$ cat config.mk
export PLATFORM = sky130hd
export DESIGN_NAME = modular_exponentiation
export DESIGN_NICKNAME = d
export VERILOG_FILES = /design/src/rtl/core/mexp_pkg.sv /design/src/rtl/core/mexp_dp.sv /design/src/rtl/core/mexp_ctrl.sv /design/src/rtl/core/modular_exponentiation.sv
export SDC_FILE = /design/constraint.sdc
export NUM_CORES = 1
export LEC_CHECK = 0
export BUFFER_PORTS_ARGS = -buffer_cell sky130_fd_sc_hd__buf_2
export CAP_MARGIN = 20
export CORE_MARGIN = 10
export CORE_UTILIZATION = 50
export DETAILED_ROUTE_END_ITERATION = 7
export GPL_TIMING_DRIVEN = 0
export PLACE_DENSITY = 0.68
export REMOVE_ABC_BUFFERS = 1
export SLEW_MARGIN = 20
export SYNTH_ARGS = -nofsm -noshare
export SYNTH_HDL_FRONTEND = slang
export SYNTH_HIERARCHICAL = 1
export SYNTH_SLANG_ARGS = --single-unit
$ cat constraint.sdc
create_clock -name clock -period 6.33 [get_ports clock]
set_input_delay 0.3165 -clock clock [delete_from_list [all_inputs] [get_ports clock]]
set_output_delay 0.3165 -clock clock [all_outputs]
set_load 0.05 [all_outputs]
$ cat src/rtl/core/mexp_pkg.sv
// Shared types for the modular exponentiation block: controller states and
// the command and status bundles between controller and datapath.
// No dependencies.
`timescale 1ns / 1ps
`default_nettype none

package mexp_pkg;

   // width of every value field on the ports and in the configuration and result registers
   localparam int unsigned FIELD_W = 32;

   typedef enum logic [2:0] {
      ST_IDLE,
      ST_CHECK,
      ST_SQ_START,
      ST_MULT_START,
      ST_MUL_RUN,
      ST_MUL_END,
      ST_DONE
   } mexp_state_type;

   // controller to datapath
   typedef struct packed {
      logic load;       // capture item, operands and exponent
      logic mul_begin;  // set up one modular multiplication
      logic sel_base;   // second operand is the base, else the running result
      logic mul_step;   // one multiplier bit
      logic commit;     // running result takes the product
      logic exp_shift;  // advance to the next exponent bit
      logic emit;       // present the result
   } mexp_cmd_type;

   // datapath to controller
   typedef struct packed {
      logic err;        // value above modulus, or modulus zero
      logic mul_last;   // last multiplier bit in progress
      logic exp_bit;    // current exponent bit
      logic exp_last;   // current exponent bit is the final one
   } mexp_sts_type;

endpackage

`default_nettype wire

$ cat src/rtl/core/mexp_dp.sv
// Datapath of the modular exponentiation block: operand registers, exponent
// shifter and the bit-serial modular multiplier with interleaved reduction.
// Depends on mexp_pkg.
`timescale 1ns / 1ps
`default_nettype none

module mexp_dp #(
   parameter int unsigned WIDTH    = 32,
   parameter int unsigned EXP_BITS = 32
) (
   input  wire logic                          clock,
   input  wire logic                          reset,
   input  wire mexp_pkg::mexp_cmd_type        cmd,
   output mexp_pkg::mexp_sts_type             sts,
   input  wire logic [mexp_pkg::FIELD_W-1:0]  message_value,
   input  wire logic [mexp_pkg::FIELD_W-1:0]  exponent,
   input  wire logic [mexp_pkg::FIELD_W-1:0]  modulus,
   output logic                               rsp_valid,
   output logic [mexp_pkg::FIELD_W-1:0]       rsp_result_value,
   output logic                               rsp_error_flag
);

   localparam int unsigned MCW = $clog2(WIDTH);
   localparam int unsigned ECW = (EXP_BITS > 1) ? $clog2(EXP_BITS) : 1;
   localparam int unsigned SW  = WIDTH + 3;

   logic [WIDTH-1:0]    n_ff, n_in;
   logic [WIDTH-1:0]    base_ff, base_in;
   logic [WIDTH-1:0]    r_ff, r_in;
   logic [WIDTH-1:0]    a_ff, a_in;
   logic [WIDTH-1:0]    b_ff, b_in;
   logic [WIDTH-1:0]    acc_ff, acc_in;
   logic [MCW-1:0]      mcnt_ff, mcnt_in;
   logic [EXP_BITS-1:0] e_ff, e_in;
   logic [ECW-1:0]      ecnt_ff, ecnt_in;
   logic                err_ff, err_in;
   logic                rsp_valid_ff, rsp_valid_in;
   logic [mexp_pkg::FIELD_W-1:0] rsp_value_ff, rsp_value_in;
   logic                rsp_error_ff, rsp_error_in;

   logic [63:0]         x_wide, n_wide, e_wide, r_wide;
   logic [WIDTH-1:0]    x_load, n_load;
   logic [SW-1:0]       sum, sub1, sub2;
   logic [WIDTH-1:0]    step_res;

   // bring port values to the datapath widths
   assign x_wide = {32'b0, message_value};
   assign n_wide = {32'b0, modulus};
   assign e_wide = {32'b0, exponent};
   assign x_load = x_wide[WIDTH-1:0];
   assign n_load = n_wide[WIDTH-1:0];

   // one multiplier bit: 2*acc + (bit ? a : 0), then reduce from below 3n
   always_comb begin
      sum  = {2'b0, acc_ff, 1'b0} + (b_ff[WIDTH-1] ? {3'b0, a_ff} : '0);
      sub1 = sum - {3'b0, n_ff};
      sub2 = sum - {2'b0, n_ff, 1'b0};
      if (!sub2[SW-1]) begin
         step_res = sub2[WIDTH-1:0];
      end else if (!sub1[SW-1]) begin
         step_res = sub1[WIDTH-1:0];
      end else begin
         step_res = sum[WIDTH-1:0];
      end
   end

   // result word at field width
   always_comb begin
      r_wide = '0;
      r_wide[WIDTH-1:0] = r_ff;
   end

   // next values of the datapath registers
   always_comb begin
      n_in         = n_ff;
      base_in      = base_ff;
      r_in         = r_ff;
      a_in         = a_ff;
      b_in         = b_ff;
      acc_in       = acc_ff;
      mcnt_in      = mcnt_ff;
      e_in         = e_ff;
      ecnt_in      = ecnt_ff;
      err_in       = err_ff;
      rsp_valid_in = cmd.emit;
      rsp_value_in = rsp_value_ff;
      rsp_error_in = rsp_error_ff;

      if (cmd.load) begin
         n_in    = n_load;
         base_in = (x_load == n_load) ? '0 : x_load;
         r_in    = (n_load == WIDTH'(1)) ? '0 : WIDTH'(1);
         e_in    = e_wide[EXP_BITS-1:0];
         ecnt_in = ECW'(EXP_BITS - 1);
         err_in  = (n_load == '0) || (x_load > n_load);
      end
      if (cmd.mul_begin) begin
         a_in    = r_ff;
         b_in    = cmd.sel_base ? base_ff : r_ff;
         acc_in  = '0;
         mcnt_in = MCW'(WIDTH - 1);
      end
      if (cmd.mul_step) begin
         acc_in  = step_res;
         b_in    = {b_ff[WIDTH-2:0], 1'b0};
         mcnt_in = mcnt_ff - MCW'(1);
      end
      if (cmd.commit) begin
         r_in = acc_ff;
      end
      if (cmd.exp_shift) begin
         e_in    = e_ff << 1;
         ecnt_in = ecnt_ff - ECW'(1);
      end
      if (cmd.emit) begin
         rsp_value_in = err_ff ? '0 : r_wide[mexp_pkg::FIELD_W-1:0];
         rsp_error_in = err_ff;
      end
   end

   // payload registers
   always_ff @(posedge clock) begin
      n_ff         <= n_in;
      base_ff      <= base_in;
      r_ff         <= r_in;
      a_ff         <= a_in;
      b_ff         <= b_in;
      acc_ff       <= acc_in;
      mcnt_ff      <= mcnt_in;
      e_ff         <= e_in;
      ecnt_ff      <= ecnt_in;
      err_ff       <= err_in;
      rsp_value_ff <= rsp_value_in;
      rsp_error_ff <= rsp_error_in;
   end

   // result strobe
   always_ff @(posedge clock) begin
      if (reset) begin
         rsp_valid_ff <= 1'b0;
      end else begin
         rsp_valid_ff <= rsp_valid_in;
      end
   end

   assign sts.err      = err_ff;
   assign sts.mul_last = (mcnt_ff == '0);
   assign sts.exp_bit  = e_ff[EXP_BITS-1];
   assign sts.exp_last = (ecnt_ff == '0);

   assign rsp_valid        = rsp_valid_ff;
   assign rsp_result_value = rsp_value_ff;
   assign rsp_error_flag   = rsp_error_ff;

   // partial product stays reduced after every multiplier bit
   a_acc_reduced: assert property (@(posedge clock) disable iff (reset)
      $past(cmd.mul_step) && !err_ff |-> acc_ff < n_ff)
      else $error("partial product not below modulus");

   // running result stays reduced after each commit
   a_r_reduced: assert property (@(posedge clock) disable iff (reset)
      $past(cmd.commit) && !err_ff |-> r_ff < n_ff)
      else $error("running result not below modulus");

endmodule

`default_nettype wire

$ cat src/rtl/core/mexp_ctrl.sv
// Controller of the modular exponentiation block: walks the exponent bits
// and sequences square and multiply passes through the datapath.
// Depends on mexp_pkg.
`timescale 1ns / 1ps
`default_nettype none

module mexp_ctrl (
   input  wire logic                    clock,
   input  wire logic                    reset,
   input  wire logic                    start,
   output logic                         busy,
   input  wire mexp_pkg::mexp_sts_type  sts,
   output mexp_pkg::mexp_cmd_type       cmd
);

   mexp_pkg::mexp_state_type state_ff, state_in;
   logic                     mult_ff, mult_in;

   // state register
   always_ff @(posedge clock) begin
      if (reset) begin
         state_ff <= mexp_pkg::ST_IDLE;
         mult_ff  <= 1'b0;
      end else begin
         state_ff <= state_in;
         mult_ff  <= mult_in;
      end
   end

   // next state and commands
   always_comb begin
      state_in = state_ff;
      mult_in  = mult_ff;
      cmd      = '0;
      case (state_ff)
         mexp_pkg::ST_IDLE: begin
            if (start) begin
               cmd.load = 1'b1;
               state_in = mexp_pkg::ST_CHECK;
            end
         end
         mexp_pkg::ST_CHECK: begin
            state_in = sts.err ? mexp_pkg::ST_DONE : mexp_pkg::ST_SQ_START;
         end
         mexp_pkg::ST_SQ_START: begin
            cmd.mul_begin = 1'b1;
            mult_in       = 1'b0;
            state_in      = mexp_pkg::ST_MUL_RUN;
         end
         mexp_pkg::ST_MULT_START: begin
            cmd.mul_begin = 1'b1;
            cmd.sel_base  = 1'b1;
            mult_in       = 1'b1;
            state_in      = mexp_pkg::ST_MUL_RUN;
         end
         mexp_pkg::ST_MUL_RUN: begin
            cmd.mul_step = 1'b1;
            if (sts.mul_last) begin
               state_in = mexp_pkg::ST_MUL_END;
            end
         end
         mexp_pkg::ST_MUL_END: begin
            cmd.commit = 1'b1;
            if (!mult_ff && sts.exp_bit) begin
               state_in = mexp_pkg::ST_MULT_START;
            end else begin
               cmd.exp_shift = 1'b1;
               state_in = sts.exp_last ? mexp_pkg::ST_DONE : mexp_pkg::ST_SQ_START;
            end
         end
         mexp_pkg::ST_DONE: begin
            cmd.emit = 1'b1;
            state_in = mexp_pkg::ST_IDLE;
         end
         default: begin
            state_in = mexp_pkg::ST_IDLE;
         end
      endcase
   end

   assign busy = (state_ff != mexp_pkg::ST_IDLE);

   // a multiplication setup is always followed by its first bit
   a_begin_step: assert property (@(posedge clock) disable iff (reset)
      cmd.mul_begin |=> cmd.mul_step)
      else $error("multiplier setup not followed by a step");

endmodule

`default_nettype wire

$ cat src/rtl/core/modular_exponentiation.sv
// Top level of the modular exponentiation block: configuration registers on
// an APB-style port, controller and datapath. Depends on mexp_pkg,
// mexp_ctrl and mexp_dp.
//
// Usage: write exponent (address 0) and modulus (address 4) while the block
// is idle. Raise start with req_message_value while busy is low; the item is
// taken at that edge. One result follows per item, on rsp_result_value and
// rsp_error_flag, marked by rsp_valid for exactly one cycle.
// All bits of the exponent's low EXP_BITS bits are scanned: each takes a
// squaring and each one bit a further multiplication, and every modular
// multiplication runs through the shared bit-serial multiplier at one
// operand bit per cycle, with a setup step before and a commit step after.
// A value above the modulus (or a zero modulus) skips the multiplications
// and is answered with error flag set and result zero. The next item may be
// started in the cycle its result shows.
// Reset sets both registers to 1 and idles the controller. The receiver
// cannot stall; a result not taken in its cycle is gone.
`timescale 1ns / 1ps
`default_nettype none

module modular_exponentiation #(
   parameter int unsigned WIDTH    = 32,
   parameter int unsigned EXP_BITS = 32
) (
   input  wire logic                          clock,
   input  wire logic                          reset,
   input  wire logic                          start,
   output logic                               busy,
   input  wire logic [mexp_pkg::FIELD_W-1:0]  req_message_value,
   output logic                               rsp_valid,
   output logic [mexp_pkg::FIELD_W-1:0]       rsp_result_value,
   output logic                               rsp_error_flag,
   input  wire logic                          psel,
   input  wire logic                          penable,
   input  wire logic                          pwrite,
   input  wire logic [2:0]                    paddr,
   input  wire logic [31:0]                   pwdata,
   output logic [31:0]                        prdata,
   output logic                               pready
);

   logic [mexp_pkg::FIELD_W-1:0] exponent_ff, exponent_in;
   logic [mexp_pkg::FIELD_W-1:0] modulus_ff, modulus_in;
   logic                         wr_en;
   mexp_pkg::mexp_cmd_type       cmd;
   mexp_pkg::mexp_sts_type       sts;

   // register write decode
   assign wr_en = psel && penable && pwrite;

   always_comb begin
      exponent_in = exponent_ff;
      modulus_in  = modulus_ff;
      if (wr_en) begin
         if (paddr[2]) begin
            modulus_in = pwdata;
         end else begin
            exponent_in = pwdata;
         end
      end
   end

   always_ff @(posedge clock) begin
      if (reset) begin
         exponent_ff <= mexp_pkg::FIELD_W'(1);
         modulus_ff  <= mexp_pkg::FIELD_W'(1);
      end else begin
         exponent_ff <= exponent_in;
         modulus_ff  <= modulus_in;
      end
   end

   assign prdata = paddr[2] ? modulus_ff : exponent_ff;
   assign pready = 1'b1;

   mexp_ctrl u_ctrl (
      .clock (clock),
      .reset (reset),
      .start (start),
      .busy  (busy),
      .sts   (sts),
      .cmd   (cmd)
   );

   mexp_dp #(
      .WIDTH    (WIDTH),
      .EXP_BITS (EXP_BITS)
   ) u_dp (
      .clock            (clock),
      .reset            (reset),
      .cmd              (cmd),
      .sts              (sts),
      .message_value    (req_message_value),
      .exponent         (exponent_ff),
      .modulus          (modulus_ff),
      .rsp_valid        (rsp_valid),
      .rsp_result_value (rsp_result_value),
      .rsp_error_flag   (rsp_error_flag)
   );

   // an error item always carries a zero result
   a_err_zero: assert property (@(posedge clock) disable iff (reset)
      rsp_valid && rsp_error_flag |-> rsp_result_value == '0)
      else $error("error item with nonzero result");

endmodule

`default_nettype wire
# After elaboration in Yosys (flattened, before gate mapping)
# Cells that the tools add are included.
[word_totals]
input_bits = 73
output_inout_bits = 68
reg_bits = 337
word_cells = 87
[op_classes]
n_eq_ne = 10
addsub = 5
n_mux = 33
n_lt_le_gt_ge = 1
n_reduce_logical = 18
bitwise_logic = 1
[op_table]
columns = ["op", "n"]
rows = [
  ["2-to-1 mux 32 bit", 13],
  ["adder 33 x 35 -> 35 bit", 1],
  ["subtractor 35 x 32 -> 35 bit", 1],
  ["subtractor 35 x 33 -> 35 bit", 1],
  ["== test 32 x 1 -> 1 bit (second input constant)", 1],
  ["== test 32 bit", 1],
  ["> comparator 32 bit", 1],
  ["zero test 32 bit", 1],
  ["2-to-1 mux 5 bit", 4],
  ["2-to-1 mux 3 bit", 5],
  ["one-hot mux 3 bit (5 select lines)", 1],
  ["zero test 5 bit", 2],
  ["subtractor 5 x 1 -> 5 bit (second input constant)", 2],
  ["== test 3 bit (second input constant)", 3],
  ["2-to-1 mux 1 bit", 8],
  ["nonzero test 2 bit", 4],
  ["== test 3 x 2 -> 1 bit (second input constant)", 2],
  ["AND reduction 2 bit", 3],
  ["inequality test 2 bit (second input constant)", 2],
  ["== test 3 x 1 -> 1 bit (second input constant)", 1],
  ["logical AND 1 bit", 3],
  ["zero test 3 bit", 1],
  ["nonzero test 3 bit", 1],
  ["2-to-1 mux 2 bit", 1],
  ["5 further kinds", 5],
]

# Depth between registers and ports, before layout
# Gate-level depths: netlist of the first run.
[logic_depth]
depth_word = 6
depth_mapped = 26
depth_no_buf = 23

# Cells and area by module
# The synthesis of the first run kept the hierarchy.
[by_module_without_submodules]
columns = ["module", "instances", "cells_per_inst", "seq_area_each_um2", "area_per_inst_um2"]
rows = [
  ["mexp_dp", 1, 1500, 8047.7, 16444.5],
  ["modular_exponentiation", 1, 283, 1281.2, 3069.2],
  ["mexp_ctrl", 1, 30, 80.1, 244.0],
]

# Least setup slack after synthesis of the first run
# OpenSTA, ideal clock, no wires.
[synth_timing]
path_kind = "register to register"
from = "register u_dp.b_ff[31]"
to = "register u_dp.acc_ff[11], data pin"
arrival_time_ns = 4.958
n_path_buf = 4
setup_ns = 0.271
required_time_ns = 6.059
setup_slack_ns = 1.100
synth_period_minus_slack_ns = 5.230
path_stages_with_launch = 26
cell_sequence = "edfxtp_1 > clkbuf_1 > and2_1 > ha_1 > clkbuf_1 > a21oi_1 > o21ai_1 > or3_1 > o21ai_2 > o22ai_1 > o21a_1 > nor2_1 > xnor2_1 > ha_1 > a21o_1 > a31oi_4 > nand2_1 > a221oi_2 > o2bb2ai_1 > a221o_1 > a21o_1 > a221o_1 > buf_6 > buf_6 > mux2i_1 > o22ai_1"
[synth_between]
elab_chain_len = 6
elab_cells_between_ends = 7
cone_classes = "add/sub (3); mux (4)"
[synth_rtl]
columns = ["item", "line", "text"]
rows = [
  ["from (decl)", "mexp_dp.sv:31", "logic [WIDTH-1:0] b_ff, b_in;"],
  ["from (signal assigned)", "mexp_dp.sv:127", "b_ff <= b_in;"],
  ["2-to-1 mux 32 bit *", "mexp_dp.sv:55", "sum = {2'b0, acc_ff, 1'b0} + (b_ff[WIDTH-1] ? {3'b0, a_ff} : '0);"],
  ["adder 33 x 35 -> 35 bit *", "mexp_dp.sv:55", ""],
  ["subtractor 35 x 32 -> 35 bit", "mexp_dp.sv:56", "sub1 = sum - {3'b0, n_ff};"],
  ["2-to-1 mux 32 bit", "mexp_dp.sv:60", "end else if (!sub1[SW-1]) begin"],
  ["2-to-1 mux 32 bit *", "mexp_dp.sv:58", "if (!sub2[SW-1]) begin"],
  ["2-to-1 mux 32 bit *", "mexp_dp.sv:103", "if (cmd.mul_step) begin"],
  ["to (signal assigned)", "mexp_dp.sv:128", "acc_ff <= acc_in;"],
  ["to (decl)", "mexp_dp.sv:32", "logic [WIDTH-1:0] acc_ff, acc_in;"],
]
# Every way passes the cells marked *; elsewhere a longest branch is shown, timed or not.
# A chain may end at the register's enable or synchronous reset.

# Final worst setup path of the first run
# Same ends and word-level chain as after synthesis.

==> results of run 1 <==
[layer usage]
metal	GRT usage, %	wire, um
met1	28.2	23000
met5	0	0
met2	31.1	21900
met4	5.13	940
met3	3.07	2740
[flip-flops by register name (all words and copies together) (netlist names)]
| name | flops |
|---|---|
| u_ctrl/mult_ff | 1 |
| u_dp/b_ff | 32 |
| u_ctrl/state_ff | 3 |
| modulus_ff | 32 |
| u_dp/err_ff | 1 |
| u_dp/e_ff | 32 |
| u_dp/ecnt_ff | 5 |
| u_dp/acc_ff | 32 |
| u_dp/base_ff | 32 |
| u_dp/rsp_error_flag | 1 |
| u_dp/a_ff | 32 |
| u_dp/rsp_valid | 1 |
| u_dp/rsp_result_value | 32 |
| u_dp/mcnt_ff | 5 |
| u_dp/r_ff | 32 |
| u_dp/n_ff | 32 |
| exponent_ff | 32 |
[metrics by stage]
step                power, W  TNS (ps)  std cells  instance area, um2  worst slack (ps)
floorplan            0.00432         0       1736               19400               512
global placement     0.00479    -79680       2391               20700             -1210
detailed placement   0.00485    -21280       2410               21000              -864
CTS                  0.00709         0       2483               22300              16.5
global route         0.00748     -6.84       2486               22500             -6.84
finish               0.00713         0       2488               22500               212
[Yosys cell counts (20+ instances only)]
cell and count:
nor2_1 55, xor2_1 35, o22ai_1 20, nand4_1 21, and2_1 100, a21o_1 51
dfxtp_1 71, mux2_2 33, xnor2_1 51, nor2b_1 50, inv_1 93, nand2b_1 106
nand2_1 111, edfxtp_1 266, a21oi_1 93, mux2i_1 124, a22o_1 30, ha_1 129
clkbuf_1 51, o21ai_0 80
[kinds of logic after synthesis]
kind of cell | after synthesis | synth area share [%]
muxes | 157 | 8.16
and+or+nand+nor | 522 | 14.4
buffers and inverters | 170 | 3.79
other | 1 | 0.0190
AOI/OAI and AO/OA | 408 | 13.7
xor gates and xnor gates | 86 | 3.81
DFF | 337 | 47.6
adders and majority gates | 132 | 8.47
[worst register-to-register path: stages (launching register included)]
cell and delay [ps]:
edfxtp_1 420, buf_12 170, buf_4 180, and2_1 170, ha_1 380, a21oi_1 180
o21ai_1 100, or3_1 360, o21ai_4 240, o22ai_2 120, o21a_1 180, nor2_1 170
xnor2_2 190, ha_1 350, a21o_1 220, a31oi_4 210, nand2_1 120, a221oi_2 320
o2bb2ai_1 160, a221o_1 390, a21o_1 240, a221o_2 430, buf_12 190, mux2i_1 250
o22ai_1 110
[what timing repair did]
item	4_1_cts	5_1_grt
endpoints found under the setup margin	32	32
setup buffers	4	2
pin swaps	1	3
hold buffers	0	0
gates resized for setup	4	16
[cell type report]
cell class | instances | area, um2 | share of cell area, %
multi-input combinational | 1306 | 9770 | 43.4
sequential | 337 | 9410 | 41.8
clock buffer | 55 | 1130 | 5.03
timing repair buffer | 163 | 1040 | 4.65
tap | 518 | 648 | 2.88
inverter | 93 | 349 | 1.55
clock inverter | 14 | 133 | 0.590
antenna | 2 | 5.00 | 0.0223
[final timing paths]
kind                      start         endpoint  slack, ps  cells past startpoint
setup / recovery  u_dp/b_ff[31]  u_dp/acc_ff[11]        210                     24
hold / removal       pwdata[17]  exponent_ff[17]         70                      3
setup reg to reg  u_dp/b_ff[31]  u_dp/acc_ff[11]        210                     24
hold reg to reg   u_dp/r_ff[18]    u_dp/a_ff[18]        480                      0
[power by group]
part / switching [W] / internal, W
clock: 0.000880 / 0.00133
combinational: 0.00134 / 0.000904
sequential: 0.0000853 / 0.00259
total: 0.00231 / 0.00482
==> results.cfg, run 1 <==
[yosys]
asyncSetResetFlopFracSynth_pct = 0
synthTopCellsByArea = edfxtp_1 (40%), ha_1 (8.2%), dfxtp_1 (7.2%)
post-synth-top-area-fraction_pct = 40.4
avgSynthCellArea_um2 = 10.9
yosys.cell_types.count = 84
synth_enable_flop_cells = 266
synth_sequential_area_ratio_pct = 47.6
synth_seq_cells = 337
syn_area_um2 = 19800
top_ff_cell_synth = edfxtp_1
yosysWarnings = 6
synthDominantAreaCellType = edfxtp_1
synthCells = 1813

[critical_path]
critPathMaxFanout = 25
cells_along_the_critical_path = buf_12 -> buf_4 -> and2_1 -> ha_1 -> a21oi_1 -> o21ai_1 -> or3_1 -> o21ai_4 -> o22ai_2 -> o21a_1 -> nor2_1 -> xnor2_2 -> ha_1 -> a21o_1 -> a31oi_4 -> nand2_1 -> a221oi_2 -> o2bb2ai_1 -> a221o_1 -> a21o_1 -> a221o_2 -> buf_12 -> mux2i_1 -> o22ai_1
critical_path.n_buffers_inverters = 3
critical-path-max-stage-delay_ps = 430
critical_path_class = register to register
end_kind = register
cpMaxStageDelayCell = a221o_2
worstPathRequired_ps = 6600
critPathTopFamily = compound AO/OA/AOI/OAI gates
timing.critical_path.from_type = register
critical_path_arrival_ps = 6390

[sta]
hold_ws_ps = 70.1
max-slew-margin-rel_pct = 38.3
final.setup_skew_ps = 17.1
finalCritPeriodShare_pct = 96.6
max_freq_mhz = 163
slew_violations = 0
worst_pin_slew_ps = 925
finalSetupViolations = 0
final_hold_viol_count = 0
period_minus_slack_ps = 6120

[global_route]
grt_start_max_net_pins = 101
grt_antenna_before_repair = 2
grt_first_pass_wirelength_um = 76800
grt_overflow = 0
grt_util_all_layers_pct = 19.9
first_global_vias = 14100

[final_layout]
layout-drive-gt1-share_pct = 15.0
most_common_cell_after_layout_fill_and_taps_aside = edfxtp_1
layout.filler_cells = 3237
layout_common_cells = edfxtp_1 (266), buf_2 (136), ha_1 (128), mux2i_1 (124), nand2_1 (110)
syn_to_final_growth_pct = 13.8
finish.net_count = 2144
postLayoutCoreUtil_pct = 57.9

[die]
die_w_um = 219
pin_count = 141
fp.coreArea_um2 = 38800
area_enclosed_by_the_die_boundary_um2 = 47900
floorplan.rows = 72
initial_core_util_pct = 50.9
die_h_um = 219

[detailed_routing]
route.detailed.vias_per_inst = 5.66
detailroute.via_count = 14100
drt_first_iter_violations = 950
remaining_drc_errors = 0
route.antenna.remaining_nets = 0
drt_wl_total_um = 48600
routed_wire_length_per_instance_um = 19.5
first_pass_drt_iterations = 5

[cts]
clk_root_buf = clkbuf_16
clk-insertion-delay-late_ps = 540
ctsLongestPathBuffers = 3
cts_tree = yes
cts_inserted_buffers = 38
numClockSinks = 337
number_of_h_tree_levels = 2
clk_pin_slew_ps = 60

[worst_hold_path]
holdCritPathClass = input port to register

[outcome]
outcome = finished clean

[placed_design]
gp_routability_congestion = 0.957
port_buffers = 137
detailedPlacementHpwl_um = 36400

[flow_run]
cap_viol_max_count = 0

[pwr]
vdd.ir_drop.worst_mv = 0.182
power.density_nw_per_um2 = 317
power.leakage_nw = 9.06
(Power assumes the default switching activity.)
==> inputs of run 2 (changes only) <==
--- a/config.mk
+++ b/config.mk
@@ -12,7 +12,6 @@
 export DETAILED_ROUTE_END_ITERATION = 7
 export GPL_TIMING_DRIVEN = 0
 export PLACE_DENSITY = 0.68
-export REMOVE_ABC_BUFFERS = 1
 export SLEW_MARGIN = 20
 export SYNTH_ARGS = -nofsm -noshare
 export SYNTH_HDL_FRONTEND = slang
==> run 2 against run 1 <==
  * Utilization increased by 0.24 points
  * Routed wire length increased by 7.1%
  * Sequential cell count unchanged
  * Count of clock-buffer cells in the layout decreased by 3
  * Final area increased by 0.41%
  * Largest power group unchanged
  * Register-to-register slack got worse by 40 ps
  * Non-clock buffer count increased by 60
  * Largest cell class unchanged
==> results.cfg, run 2 (synthesized netlist as in run 1, its figures left out) <==
[critical_path]
reg2reg_launch_point = u_dp/b_ff[31]
critPathMaxFanout = 10
critical_path_cell_count = 27
timing.critical_path.from_type = register
cpMaxStageDelayCell = edfxtp_1
critical_path_arrival_ps = 6420
critPathTopFamily = compound AO/OA/AOI/OAI gates
reg2reg_path_depth = 27
end_kind = register
endpoint_of_the_most_critical_setup_path = u_dp/acc_ff[17]
critical_path.n_buffers_inverters = 5
critical_path_class = register to register
critical-path-max-stage-delay_ps = 520
timing.reg2reg.setup_slack_ps = 170
timing.critical_path.from = u_dp/b_ff[31]
reg2reg_end = u_dp/acc_ff[17]
worstPathRequired_ps = 6590

[die]
die_h_um = 219
pin_count = 141
initial_core_util_pct = 50.9
fp.coreArea_um2 = 38800
floorplan.rows = 72
area_enclosed_by_the_die_boundary_um2 = 47900
die_w_um = 219

[cts]
numClockSinks = 337
cts_hold_bufs = 0
ctsLongestPathBuffers = 3
number_of_h_tree_levels = 2
clk-insertion-delay-late_ps = 540
clk_pin_slew_ps = 60
cts_inserted_buffers = 38
cts_tree = yes
clk_root_buf = clkbuf_16

[sta]
max_freq_mhz = 162
final.setup_skew_ps = 23.6
slew_violations = 0
final.setup.tns_ps = 0
finalSetupViolations = 0
period_minus_slack_ps = 6160
max-slew-margin-rel_pct = 38.7
final_hold_viol_count = 0
finalCritPeriodShare_pct = 97.3
worst_pin_slew_ps = 918

[detailed_routing]
route.detailed.vias_per_inst = 5.67
routed_wire_length_per_instance_um = 20.4
first_pass_drt_iterations = 5
drt_wl_total_um = 52000
remaining_drc_errors = 0
route.antenna.remaining_nets = 0
drt_first_iter_violations = 938
detailroute.via_count = 14400

[flow_run]
cap_viol_max_count = 0

[global_route]
grt_overflow = 0
grt_start_max_net_pins = 38
first_global_vias = 14500
grt_antenna_before_repair = 1
grt_util_all_layers_pct = 21.2
grt_first_pass_wirelength_um = 80300

[final_layout]
layout_common_cells = edfxtp_1 (266), buf_2 (142), ha_1 (127), mux2i_1 (122), nand2_1 (111)
final_design_area_no_fill_um2 = 22600
finish.net_count = 2204
layout.filler_cells = 3339
layout-drive-gt1-share_pct = 14.9
most_common_cell_after_layout_fill_and_taps_aside = edfxtp_1
sequential_cell_area_um2 = 9410
syn_to_final_growth_pct = 14.3
multiInputGateArea_um2 = 9760

[placed_design]
gp_routability_congestion = 0.938
detailedPlacementHpwl_um = 41100
port_buffers = 136
placed_cell_area_um2 = 21200

[yosys]
mappedNetlistNets = 2018

[pwr]
power.density_nw_per_um2 = 314
power.leakage_nw = 9.10
fin_total_pwr_w = 0.00708
vdd.ir_drop.worst_mv = 0.249

[worst_hold_path]
holdCritPathClass = input port to register

[outcome]
outcome = finished clean
-- run 2: final cells by class --
cell class | count | area share, %
clock inverter | 16 | 0.443
buffer | 75 | 1.81
antenna | 1 | 0.0111
multi-input combinational | 1306 | 43.2
inverter | 93 | 1.55
sequential | 337 | 41.7
clock buffer | 52 | 4.75
timing repair buffer | 148 | 3.69
tap | 518 | 2.87
-- run 2: repair_timing --
item | in CTS | in global routing
pin swaps | 1 | 3
setup buffers | 1 | 6
resized for setup | 8 | 32
endpoints found under the setup margin | 32 | 32
-- run 2: how the worst min path moves through the flow --
stage	start	endpoint	slack (ps)	depth (start not counted)
global placement	u_dp/r_ff[25]	u_dp/a_ff[25]	470	0
detailed placement	u_dp/r_ff[24]	u_dp/a_ff[24]	460	0
finish	pwdata[20]	modulus_ff[20]	70	3
floorplan	reset	u_ctrl/state_ff[2]	380	1
CTS	pwdata[20]	modulus_ff[20]	50	3
global route	pwdata[20]	modulus_ff[20]	70	3
-- run 2: tightest hold or removal path, delay by kind of cell --
family,cells,cell delay [ps]
buf+inv,1,90
mux,1,70
simple gates,1,80
-- run 2: per-stage QoR --
| stage | hold WS (ps) | util, % | setup WS, ps | cells |
|---|---|---|---|---|
| floorplan | 379 | - | 1100 | 1813 |
| global placement | 469 | 54.3 | -396 | 2467 |
| detailed placement | 463 | 54.6 | -569 | 2472 |
| CTS | 53.3 | 57.7 | 40.4 | 2541 |
| global route | 68.1 | 58.2 | -35.1 | 2545 |
| finish | 67.4 | 58.2 | 172 | 2546 |
-- run 2: metal layers --
metal | GRT usage (%) | wire, um
met1 | 28.3 | 23700
met2 | 35.3 | 24300
met3 | 2.83 | 2780
met4 | 6.11 | 1250
met5 | 0 | 0
-- run 2: report_power, final --
group          total, W  internal (W)  switching (W)  leakage [nW]
Clock           0.00209       0.00122       0.000864         0.582
Combinational   0.00231      0.000921        0.00139          5.42
Sequential      0.00269       0.00259      0.0000972          3.09
